--- src/hdl/pmr_pkg.sv ---
// Shared widths, codes, state type and saturation helper for the pointer motion to report block.
package pmr_pkg;

    localparam int DELTA_W    = 16;
    localparam int WIDE_W     = DELTA_W + 1;
    localparam int LAYER_W    = 8;
    localparam int DIVISOR_W  = 8;
    localparam int SDIV_W     = 5;
    localparam int SREM_W     = 5;
    localparam int REM_W      = DIVISOR_W + 1;
    localparam int OUT_W      = 8;
    localparam int CFG_IDX_W  = 2;
    localparam int CFG_DATA_W = 8;
    localparam int DIV_STEPS  = DELTA_W;
    localparam int CNT_W      = $clog2(DIV_STEPS);

    localparam logic [CNT_W-1:0] DIV_LAST = CNT_W'(DIV_STEPS - 1);

    localparam logic [CFG_IDX_W-1:0] CFG_RESOLUTION_DIVISOR = 2'd0;
    localparam logic [CFG_IDX_W-1:0] CFG_SCROLL_LAYER       = 2'd1;
    localparam logic [CFG_IDX_W-1:0] CFG_SCROLL_DIVISOR     = 2'd2;

    localparam logic [DIVISOR_W-1:0] RESOLUTION_DIVISOR_RESET = 8'd1;
    localparam logic [LAYER_W-1:0]   SCROLL_LAYER_RESET       = 8'd255;
    localparam logic [SDIV_W-1:0]    SCROLL_DIVISOR_RESET     = 5'd5;
    localparam logic [SDIV_W-1:0]    SCROLL_DIVISOR_MAX       = 5'd16;

    localparam logic signed [WIDE_W-1:0] SAT_MAX = 17'sd127;
    localparam logic signed [WIDE_W-1:0] SAT_MIN = -17'sd128;

    typedef enum logic [1:0] {
        ST_IDLE,
        ST_SCALE,
        ST_SCROLL,
        ST_DELIVER
    } pmr_state_t;

    function automatic logic signed [OUT_W-1:0] sat8(input logic signed [WIDE_W-1:0] v);
        logic signed [WIDE_W-1:0] c;
        if (v > SAT_MAX) begin
            c = SAT_MAX;
        end else if (v < SAT_MIN) begin
            c = SAT_MIN;
        end else begin
            c = v;
        end
        return OUT_W'(c);
    endfunction

endpackage

--- src/hdl/pointer_motion_to_report.sv ---
// Top level: turns one sensor motion sample into a pointer movement or scroll report.
//
// A sample whose deltas are both zero is taken and yields no report. Any other sample is
// scaled by the resolution divisor on two bit-serial divider lanes (x and y side by side,
// a pass of 16 steps), and a movement report is then written to the output register; on
// the scroll layer the lanes run a second pass with the scroll divisor before the report is
// written. One sample is in work at a time; the input is ready again once the report sits
// in the output register, even before it has been taken, and a report that is due waits
// while an earlier report still waits in the output register.
module pointer_motion_to_report (
    input  logic                                  aclk,
    input  logic                                  aresetn,
    input  logic                                  cfg_wr_en,
    input  logic        [pmr_pkg::CFG_IDX_W-1:0]  cfg_index,
    input  logic        [pmr_pkg::CFG_DATA_W-1:0] cfg_data,
    input  logic                                  s_valid,
    output logic                                  s_ready,
    input  logic signed [pmr_pkg::DELTA_W-1:0]    s_delta_x,
    input  logic signed [pmr_pkg::DELTA_W-1:0]    s_delta_y,
    input  logic        [pmr_pkg::LAYER_W-1:0]    s_active_layer,
    output logic                                  m_valid,
    input  logic                                  m_ready,
    output logic signed [pmr_pkg::OUT_W-1:0]      m_move_x,
    output logic signed [pmr_pkg::OUT_W-1:0]      m_move_y,
    output logic signed [pmr_pkg::OUT_W-1:0]      m_scroll_horizontal,
    output logic signed [pmr_pkg::OUT_W-1:0]      m_scroll_vertical
);

    localparam int PAD_W = pmr_pkg::WIDE_W - pmr_pkg::SREM_W;

    pmr_pkg::pmr_state_t                   state_reg, state_next;
    logic                                  scroll_mode_reg, scroll_mode_next;
    logic [pmr_pkg::DIVISOR_W-1:0]         resolution_divisor_reg;
    logic [pmr_pkg::LAYER_W-1:0]           scroll_layer_reg;
    logic [pmr_pkg::SDIV_W-1:0]            scroll_divisor_reg;
    logic signed [pmr_pkg::SREM_W-1:0]     horizontal_remainder_reg, horizontal_remainder_next;
    logic signed [pmr_pkg::SREM_W-1:0]     vertical_remainder_reg, vertical_remainder_next;
    logic                                  m_valid_reg, m_valid_next;
    logic signed [pmr_pkg::OUT_W-1:0]      m_move_x_reg, m_move_x_next;
    logic signed [pmr_pkg::OUT_W-1:0]      m_move_y_reg, m_move_y_next;
    logic signed [pmr_pkg::OUT_W-1:0]      m_scroll_h_reg, m_scroll_h_next;
    logic signed [pmr_pkg::OUT_W-1:0]      m_scroll_v_reg, m_scroll_v_next;

    logic                                  accept;
    logic                                  raw_zero;
    logic [pmr_pkg::DIVISOR_W-1:0]         rdiv_eff;
    logic [pmr_pkg::DIVISOR_W-1:0]         sdiv_eff;
    logic signed [pmr_pkg::WIDE_W-1:0]     th;
    logic signed [pmr_pkg::WIDE_W-1:0]     tv;
    logic                                  div_start;
    logic signed [pmr_pkg::WIDE_W-1:0]     dvd_x;
    logic signed [pmr_pkg::WIDE_W-1:0]     dvd_y;
    logic [pmr_pkg::DIVISOR_W-1:0]         dvs;
    logic                                  done_x;
    logic                                  done_y;
    logic signed [pmr_pkg::WIDE_W-1:0]     q_x;
    logic signed [pmr_pkg::WIDE_W-1:0]     q_y;
    logic signed [pmr_pkg::REM_W-1:0]      r_x;
    logic signed [pmr_pkg::REM_W-1:0]      r_y;

    assign s_ready  = (state_reg == pmr_pkg::ST_IDLE);
    assign accept   = s_valid && s_ready;
    assign raw_zero = (s_delta_x == '0) && (s_delta_y == '0);

    assign rdiv_eff = (resolution_divisor_reg == '0) ? pmr_pkg::DIVISOR_W'(1)
                                                     : resolution_divisor_reg;
    assign sdiv_eff = (scroll_divisor_reg == '0) ? pmr_pkg::DIVISOR_W'(1)
                    : (scroll_divisor_reg > pmr_pkg::SCROLL_DIVISOR_MAX)
                        ? pmr_pkg::DIVISOR_W'(pmr_pkg::SCROLL_DIVISOR_MAX)
                        : pmr_pkg::DIVISOR_W'(scroll_divisor_reg);

    assign th = q_x + $signed({{PAD_W{horizontal_remainder_reg[pmr_pkg::SREM_W-1]}},
                               horizontal_remainder_reg});
    assign tv = $signed({{PAD_W{vertical_remainder_reg[pmr_pkg::SREM_W-1]}},
                         vertical_remainder_reg}) - q_y;

    assign dvd_x = s_ready ? $signed({s_delta_x[pmr_pkg::DELTA_W-1], s_delta_x}) : th;
    assign dvd_y = s_ready ? $signed({s_delta_y[pmr_pkg::DELTA_W-1], s_delta_y}) : tv;
    assign dvs   = s_ready ? rdiv_eff : sdiv_eff;

    assign div_start = (accept && !raw_zero)
                    || (state_reg == pmr_pkg::ST_SCALE && done_x && scroll_mode_reg);

    pmr_div_lane u_div_x (
        .aclk      (aclk),
        .aresetn   (aresetn),
        .start     (div_start),
        .dividend  (dvd_x),
        .divisor   (dvs),
        .done      (done_x),
        .quotient  (q_x),
        .remainder (r_x)
    );

    pmr_div_lane u_div_y (
        .aclk      (aclk),
        .aresetn   (aresetn),
        .start     (div_start),
        .dividend  (dvd_y),
        .divisor   (dvs),
        .done      (done_y),
        .quotient  (q_y),
        .remainder (r_y)
    );

    always_ff @(posedge aclk) begin
        if (!aresetn) begin
            resolution_divisor_reg <= pmr_pkg::RESOLUTION_DIVISOR_RESET;
            scroll_layer_reg       <= pmr_pkg::SCROLL_LAYER_RESET;
            scroll_divisor_reg     <= pmr_pkg::SCROLL_DIVISOR_RESET;
        end else if (cfg_wr_en) begin
            unique case (cfg_index)
                pmr_pkg::CFG_RESOLUTION_DIVISOR: begin
                    resolution_divisor_reg <= cfg_data;
                end
                pmr_pkg::CFG_SCROLL_LAYER: begin
                    scroll_layer_reg <= cfg_data;
                end
                pmr_pkg::CFG_SCROLL_DIVISOR: begin
                    scroll_divisor_reg <= cfg_data[pmr_pkg::SDIV_W-1:0];
                end
                default: begin
                end
            endcase
        end
    end

    always_comb begin
        state_next                = state_reg;
        scroll_mode_next          = scroll_mode_reg;
        horizontal_remainder_next = horizontal_remainder_reg;
        vertical_remainder_next   = vertical_remainder_reg;
        m_valid_next              = m_valid_reg && !m_ready;
        m_move_x_next             = m_move_x_reg;
        m_move_y_next             = m_move_y_reg;
        m_scroll_h_next           = m_scroll_h_reg;
        m_scroll_v_next           = m_scroll_v_reg;
        unique case (state_reg)
            pmr_pkg::ST_IDLE: begin
                if (accept && !raw_zero) begin
                    scroll_mode_next = (s_active_layer == scroll_layer_reg);
                    state_next       = pmr_pkg::ST_SCALE;
                end
            end
            pmr_pkg::ST_SCALE: begin
                if (done_x) begin
                    state_next = scroll_mode_reg ? pmr_pkg::ST_SCROLL : pmr_pkg::ST_DELIVER;
                end
            end
            pmr_pkg::ST_SCROLL: begin
                if (done_x) begin
                    horizontal_remainder_next = r_x[pmr_pkg::SREM_W-1:0];
                    vertical_remainder_next   = r_y[pmr_pkg::SREM_W-1:0];
                    state_next                = pmr_pkg::ST_DELIVER;
                end
            end
            pmr_pkg::ST_DELIVER: begin
                if (!m_valid_reg || m_ready) begin
                    m_valid_next = 1'b1;
                    if (scroll_mode_reg) begin
                        m_move_x_next   = '0;
                        m_move_y_next   = '0;
                        m_scroll_h_next = pmr_pkg::sat8(q_x);
                        m_scroll_v_next = pmr_pkg::sat8(q_y);
                    end else begin
                        m_move_x_next   = pmr_pkg::sat8(q_x);
                        m_move_y_next   = pmr_pkg::sat8(q_y);
                        m_scroll_h_next = '0;
                        m_scroll_v_next = '0;
                    end
                    state_next = pmr_pkg::ST_IDLE;
                end
            end
            default: begin
                state_next = pmr_pkg::ST_IDLE;
            end
        endcase
    end

    always_ff @(posedge aclk) begin
        if (!aresetn) begin
            state_reg                <= pmr_pkg::ST_IDLE;
            scroll_mode_reg          <= 1'b0;
            horizontal_remainder_reg <= '0;
            vertical_remainder_reg   <= '0;
            m_valid_reg              <= 1'b0;
        end else begin
            state_reg                <= state_next;
            scroll_mode_reg          <= scroll_mode_next;
            horizontal_remainder_reg <= horizontal_remainder_next;
            vertical_remainder_reg   <= vertical_remainder_next;
            m_valid_reg              <= m_valid_next;
        end
        m_move_x_reg   <= m_move_x_next;
        m_move_y_reg   <= m_move_y_next;
        m_scroll_h_reg <= m_scroll_h_next;
        m_scroll_v_reg <= m_scroll_v_next;
    end

    assign m_valid             = m_valid_reg;
    assign m_move_x            = m_move_x_reg;
    assign m_move_y            = m_move_y_reg;
    assign m_scroll_horizontal = m_scroll_h_reg;
    assign m_scroll_vertical   = m_scroll_v_reg;

`ifndef NO_ASSERTIONS
    a_lanes_in_step: assert property (@(posedge aclk) disable iff (!aresetn)
        done_x == done_y)
        else $error("divider lanes out of step");

    a_zero_sample_dropped: assert property (@(posedge aclk) disable iff (!aresetn)
        accept && raw_zero |=> state_reg == pmr_pkg::ST_IDLE)
        else $error("zero sample started work");

    a_remainder_in_range: assert property (@(posedge aclk) disable iff (!aresetn)
        horizontal_remainder_reg != 5'sb10000 && vertical_remainder_reg != 5'sb10000)
        else $error("scroll remainder out of range");

    a_one_mode_per_report: assert property (@(posedge aclk) disable iff (!aresetn)
        m_valid && (m_scroll_horizontal != '0 || m_scroll_vertical != '0)
        |-> m_move_x == '0 && m_move_y == '0)
        else $error("report carries both movement and scroll");

    a_remainder_held_in_move: assert property (@(posedge aclk) disable iff (!aresetn)
        state_reg != pmr_pkg::ST_SCROLL |=> $stable(horizontal_remainder_reg)
        && $stable(vertical_remainder_reg))
        else $error("remainder changed outside scroll pass");
`endif

endmodule

--- src/hdl/pmr_div_lane.sv ---
// Bit-serial signed divider lane: restoring division of the magnitude, one quotient bit per cycle.
module pmr_div_lane (
    input  logic                                 aclk,
    input  logic                                 aresetn,
    input  logic                                 start,
    input  logic signed [pmr_pkg::WIDE_W-1:0]    dividend,
    input  logic        [pmr_pkg::DIVISOR_W-1:0] divisor,
    output logic                                 done,
    output logic signed [pmr_pkg::WIDE_W-1:0]    quotient,
    output logic signed [pmr_pkg::REM_W-1:0]     remainder
);

    logic                                busy_reg, busy_next;
    logic                                done_reg, done_next;
    logic [pmr_pkg::CNT_W-1:0]           cnt_reg, cnt_next;
    logic                                neg_reg, neg_next;
    logic [pmr_pkg::DELTA_W-1:0]         shift_reg, shift_next;
    logic [pmr_pkg::DIVISOR_W-1:0]       rem_reg, rem_next;
    logic [pmr_pkg::DIVISOR_W-1:0]       divisor_reg, divisor_next;

    logic [pmr_pkg::WIDE_W-1:0]          dvd_u;
    logic [pmr_pkg::WIDE_W-1:0]          mag;
    logic [pmr_pkg::REM_W-1:0]           trial;
    logic [pmr_pkg::REM_W-1:0]           diff;
    logic                                fits;
    logic [pmr_pkg::WIDE_W-1:0]          q_u;
    logic [pmr_pkg::REM_W-1:0]           r_u;

    assign dvd_u = dividend;
    assign mag   = dvd_u[pmr_pkg::WIDE_W-1] ? (~dvd_u + pmr_pkg::WIDE_W'(1)) : dvd_u;
    assign trial = {rem_reg, shift_reg[pmr_pkg::DELTA_W-1]};
    assign diff  = trial - {1'b0, divisor_reg};
    assign fits  = trial >= {1'b0, divisor_reg};

    always_comb begin
        busy_next    = busy_reg;
        done_next    = 1'b0;
        cnt_next     = cnt_reg;
        neg_next     = neg_reg;
        shift_next   = shift_reg;
        rem_next     = rem_reg;
        divisor_next = divisor_reg;
        if (start) begin
            busy_next    = 1'b1;
            cnt_next     = '0;
            neg_next     = dvd_u[pmr_pkg::WIDE_W-1];
            shift_next   = mag[pmr_pkg::DELTA_W-1:0];
            rem_next     = '0;
            divisor_next = divisor;
        end else if (busy_reg) begin
            shift_next = {shift_reg[pmr_pkg::DELTA_W-2:0], fits};
            rem_next   = fits ? diff[pmr_pkg::DIVISOR_W-1:0] : trial[pmr_pkg::DIVISOR_W-1:0];
            cnt_next   = cnt_reg + pmr_pkg::CNT_W'(1);
            if (cnt_reg == pmr_pkg::DIV_LAST) begin
                busy_next = 1'b0;
                done_next = 1'b1;
            end
        end
    end

    always_ff @(posedge aclk) begin
        if (!aresetn) begin
            busy_reg <= 1'b0;
            done_reg <= 1'b0;
            cnt_reg  <= '0;
        end else begin
            busy_reg <= busy_next;
            done_reg <= done_next;
            cnt_reg  <= cnt_next;
        end
        neg_reg     <= neg_next;
        shift_reg   <= shift_next;
        rem_reg     <= rem_next;
        divisor_reg <= divisor_next;
    end

    assign q_u       = {1'b0, shift_reg};
    assign r_u       = {1'b0, rem_reg};
    assign done      = done_reg;
    assign quotient  = signed'(neg_reg ? (~q_u + pmr_pkg::WIDE_W'(1)) : q_u);
    assign remainder = signed'(neg_reg ? (~r_u + pmr_pkg::REM_W'(1)) : r_u);

endmodule
--- config.mk ---
export PLATFORM = sky130hd
export DESIGN_NAME = pointer_motion_to_report
export DESIGN_NICKNAME = d
export VERILOG_FILES = /design/src/hdl/pmr_pkg.sv /design/src/hdl/pointer_motion_to_report.sv /design/src/hdl/pmr_div_lane.sv
export SDC_FILE = /design/constraint.sdc
export NUM_CORES = 1
export LEC_CHECK = 0
export BUFFER_PORTS_ARGS = -buffer_cell sky130_fd_sc_hd__buf_2
export CAP_MARGIN = 30
export CORE_ASPECT_RATIO = 1.1
export CORE_MARGIN = 5
export CORE_UTILIZATION = 47
export DETAILED_ROUTE_END_ITERATION = 10
export GPL_ROUTABILITY_DRIVEN = 0
export PLACE_DENSITY = 0.69
export SKIP_LAST_GASP = 1
export SLEW_MARGIN = 20
export SYNTH_ARGS = -nofsm -noshare
export SYNTH_HDL_FRONTEND = slang
export SYNTH_SLANG_ARGS = --single-unit
--- constraint.sdc ---
create_clock -name aclk -period 5.49 [get_ports aclk]
set_clock_uncertainty 0.2 [all_clocks]
set_input_delay 0.2745 -clock aclk [delete_from_list [all_inputs] [get_ports aclk]]
set_output_delay 0.2745 -clock aclk [all_outputs]
set_load 0.05 [all_outputs]
==> impl_metrics.csv <==
group,metric,value,unit
clocking,cts_repair_resize_count,0,
setup_path,crit_path_start,"u_div_x.shift_reg[4]",
hold_path,hold_start,"s_active_layer[3]",
grt,grt_pass1_wl,41.6,mm
cells_and_area,fin_util,54.0,%
run,cap_violations,0,
timing,final_min_period_over_clock_period,88.5,%
outcome,run_status,"finished, final reports clean",
cells_and_area,syn2layout_area_growth,14.3,%
setup_path,crit_type,"reg2reg",
setup_path,cp_max_fo,13,
power_and_ir_drop,total_power,6890,uW
timing,finalSetupViolations,0,
clocking,htree_num_levels,4,
routing,detailroute.via_count,8815,
logic_synthesis,post_synth_num_cell_types,83,
placed_design,placed_cells_incl_taps,1499,
routing,final_antenna_net_count,0,
logic_synthesis,proportion_of_synthesized_chip_area_in_sequential_cells,34.6,%
clocking,insertion_delay,430,ps
die,die_width,149,um
cells_and_area,fillers,1985,
setup_path,cp_data_arrival_time,4810,ps
clocking,clock_tree_from_tritoncts,"built",
power_and_ir_drop,vdd_ir_drop_max,0.000292,V
logic_synthesis,mappedNetlistArea,10000,um^2
placed_design,io_buffers,88,
timing,worst_slew_pin_slew,865,ps
timing,fin_tns_setup,0,ps
timing,timing_max_transition_violations_final,0,
routing,initialDrtViolationCount,581,
timing,timing.final.ws_setup,631,ps
logic_synthesis,syn_area_per_cell,8.67,um^2
logic_synthesis,syn_inst,1153,
routing,mean_number_of_vias_per_cell,5.72,
logic_synthesis,synth-warning-count,0,
grt,grt_max_degree,70,
setup_path,r2r_slack,630,ps
hold_path,min_path_type,"in2reg",
logic_synthesis,yosys_register_bits,136,
logic_synthesis,synth_enable_flop_cells,74,
clocking,cts_inserted_buffers,17,
power_and_ir_drop,pwrdens,603,nW/um^2
clocking,ctsRootBufferMaster,"sky130_fd_sc_hd__clkbuf_16",
grt,grt_antenna_before_repair,2,
die,die_height,163,um
setup_path,cp-start-kind,"flop",
clocking,max_root_sink_buffers,2,
placed_design,pre_cts_slack,681,ps
die,initial_utilization,47.3,%
logic_synthesis,synth.net_count,1264,
setup_path,r2r_start,"u_div_x.shift_reg[4]",
logic_synthesis,synthFlopType,"sky130_fd_sc_hd__edfxtp_1",
setup_path,critPathRequiredTime,5440,ps
timing,max_freq,0.206,GHz
power_and_ir_drop,cellLeakagePower,0.00459,uW
grt,grt_pass1_vias,8493,
cells_and_area,num_antenna_cells,0,
logic_synthesis,synth-async-reset-ratio,0,%
timing,hold_violations,0,
routing,drt_pass1_iterations,5,
cells_and_area,drive_gt1_share,14.0,%
routing,drcViolationCount,0,
die,fp.coreArea,21200,um^2
timing,maxSlewHeadroom,42.4,%
routing,wl_met2,12.2,mm
grt,track_usage,21.2,%
die,number_of_top_level_pins,89,
placed_design,detailed_place_hpwl,19.2,mm
clocking,clock-sinks,136,
die,area_enclosed_by_the_die_boundary,24300,um^2
grt,globalRoute.totalOverflow,0,
routing,wl_per_cell,16.5,um
timing,final_period_minus_worst_setup_slack,4860,ps
timing,grt_setup_unrepaired,"no",
die,placement_row_count,56,
setup_path,critical_path.endpoint_type,"flop",
clocking,clk_pin_slew_worst_paths,60,ps
cells_and_area,design.final.nets,1348,
routing,routed_wire_length,25.4,mm
routing,top_signal_layer_used,"met5",
cells_and_area,layoutNonFillerInstCount,1540,
routing,met3_length,1.50,mm
routing,wire_length_the_detailed_router_placed_on_met1,11.2,mm
-- logic make-up (layout without fill, tap and decap cells) --
group | count (synthesis) | in the layout | share of synthesized area [%]
buffers and inverters | 101 | 198 | 4.09
multiplexers | 42 | 42 | 4.28
AO/OA/AOI/OAI | 276 | 276 | 18.5
XOR/XNOR | 97 | 97 | 8.57
adder cells (fa/ha/maj) | 58 | 58 | 7.51
AND/OR/NAND/NOR | 443 | 443 | 22.4
flip-flops | 136 | 136 | 34.6
-- Yosys cell counts, drive strengths merged (10+ instances only) --
master,count,share of area [%]
inv,47,1.8
a211oi,13,0.98
o21a,10,0.75
dfxtp,62,12
xnor2,56,4.9
and2,18,1.1
or3,16,1.0
nand3,24,1.2
nand2b,18,1.1
ha,52,6.5
nand4,19,1.2
o21ai,80,4.1
a31oi,10,0.69
edfxtp,74,22
and3,13,0.83
nor2,103,3.9
buf,12,0.70
nor3,23,1.2
xor2,41,3.7
a21oi,61,3.1
clkbuf,41,1.5
nand2,125,4.7
o31ai,27,2.2
nor2b,34,2.1
mux2i,36,3.6
nor4,15,1.0
o31a,10,0.88
-- layout make-up --
cell class / count / area, um^2 / area share (%)
multi-input combinational: 916 / 6130 / 53.6
inverter: 48 / 185 / 1.62
tap: 290 / 363 / 3.17
clock inverter: 12 / 100 / 0.876
sequential: 136 / 3460 / 30.3
timing repair buffer: 118 / 686 / 6.00
clock buffer: 20 / 500 / 4.38
-- stage by stage --
step,cell area [um^2],hold slack [ps]
floorplan,10000,198
global placement,10700,262
detailed placement,10700,265
CTS,11400,47.0
global route,11400,98.5
finish,11400,48.5
-- cell usage in the layout, fill, tap and decap left out, types with 19 or more instances in the layout --
| cell | Yosys | layout |
|---|---|---|
| sky130_fd_sc_hd__a21oi_1 | 61 | 61 |
| sky130_fd_sc_hd__clkbuf_16 | 0 | 20 |
| sky130_fd_sc_hd__edfxtp_1 | 74 | 74 |
| sky130_fd_sc_hd__nand4_1 | 19 | 19 |
| sky130_fd_sc_hd__inv_1 | 46 | 46 |
| sky130_fd_sc_hd__nand3_1 | 24 | 24 |
| sky130_fd_sc_hd__ha_1 | 52 | 51 |
| sky130_fd_sc_hd__mux2i_1 | 36 | 36 |
| sky130_fd_sc_hd__nand2_1 | 125 | 125 |
| sky130_fd_sc_hd__buf_4 | 0 | 20 |
| sky130_fd_sc_hd__o21ai_0 | 70 | 70 |
| sky130_fd_sc_hd__nor2_1 | 102 | 102 |
| sky130_fd_sc_hd__xnor2_1 | 56 | 56 |
| sky130_fd_sc_hd__o31ai_1 | 25 | 25 |
| sky130_fd_sc_hd__xor2_1 | 40 | 40 |
| sky130_fd_sc_hd__buf_2 | 2 | 89 |
| sky130_fd_sc_hd__dfxtp_1 | 62 | 62 |
| sky130_fd_sc_hd__nor3_1 | 23 | 23 |
| sky130_fd_sc_hd__nor2b_1 | 34 | 33 |
-- worst max-delay path: stages (launching register included) --
cell                       delay [ps]
sky130_fd_sc_hd__edfxtp_1         460
sky130_fd_sc_hd__or4_1            600
sky130_fd_sc_hd__or4_1            540
sky130_fd_sc_hd__o31ai_1          270
sky130_fd_sc_hd__xnor2_1          230
sky130_fd_sc_hd__ha_1             300
sky130_fd_sc_hd__a21o_1           190
sky130_fd_sc_hd__a21o_1           170
sky130_fd_sc_hd__a31o_2           230
sky130_fd_sc_hd__a31o_2           260
sky130_fd_sc_hd__a311oi_2         300
sky130_fd_sc_hd__mux2_2           380
sky130_fd_sc_hd__nor2b_1          200
sky130_fd_sc_hd__xor2_1           170
sky130_fd_sc_hd__a21oi_1           80
-- layer usage --
layer / vias to the layer above / global-route usage, %
li1: 4370 / -
met5: - / 0
met4: 4 / 7.03
met1: 4146 / 27.0
met3: 47 / 4.01
met2: 248 / 36.1
-- what timing repair did --
action | CTS | global route
hold buffers | 9 | 0
hold endpoints to repair | 21 | 0
setup buffers | 0 | 0
-- worst paths after layout --
| check | endpoint | cells past startpoint |
|---|---|---|
| setup / recovery | u_div_x.shift_reg[2] | 14 |
| hold / removal | scroll_mode_reg | 5 |
| setup reg to reg | u_div_x.shift_reg[2] | 14 |
| hold reg to reg | u_div_y.rem_reg[7] | 2 |
-- report_power, final --
part | internal, uW | total [uW] | switching, uW
Combinational | 1540 | 3970 | 2440
Sequential | 1450 | 1770 | 321
Clock | 670 | 1140 | 470
Total | 3660 | 6890 | 3230
Power figures use the tool's default switching activity.
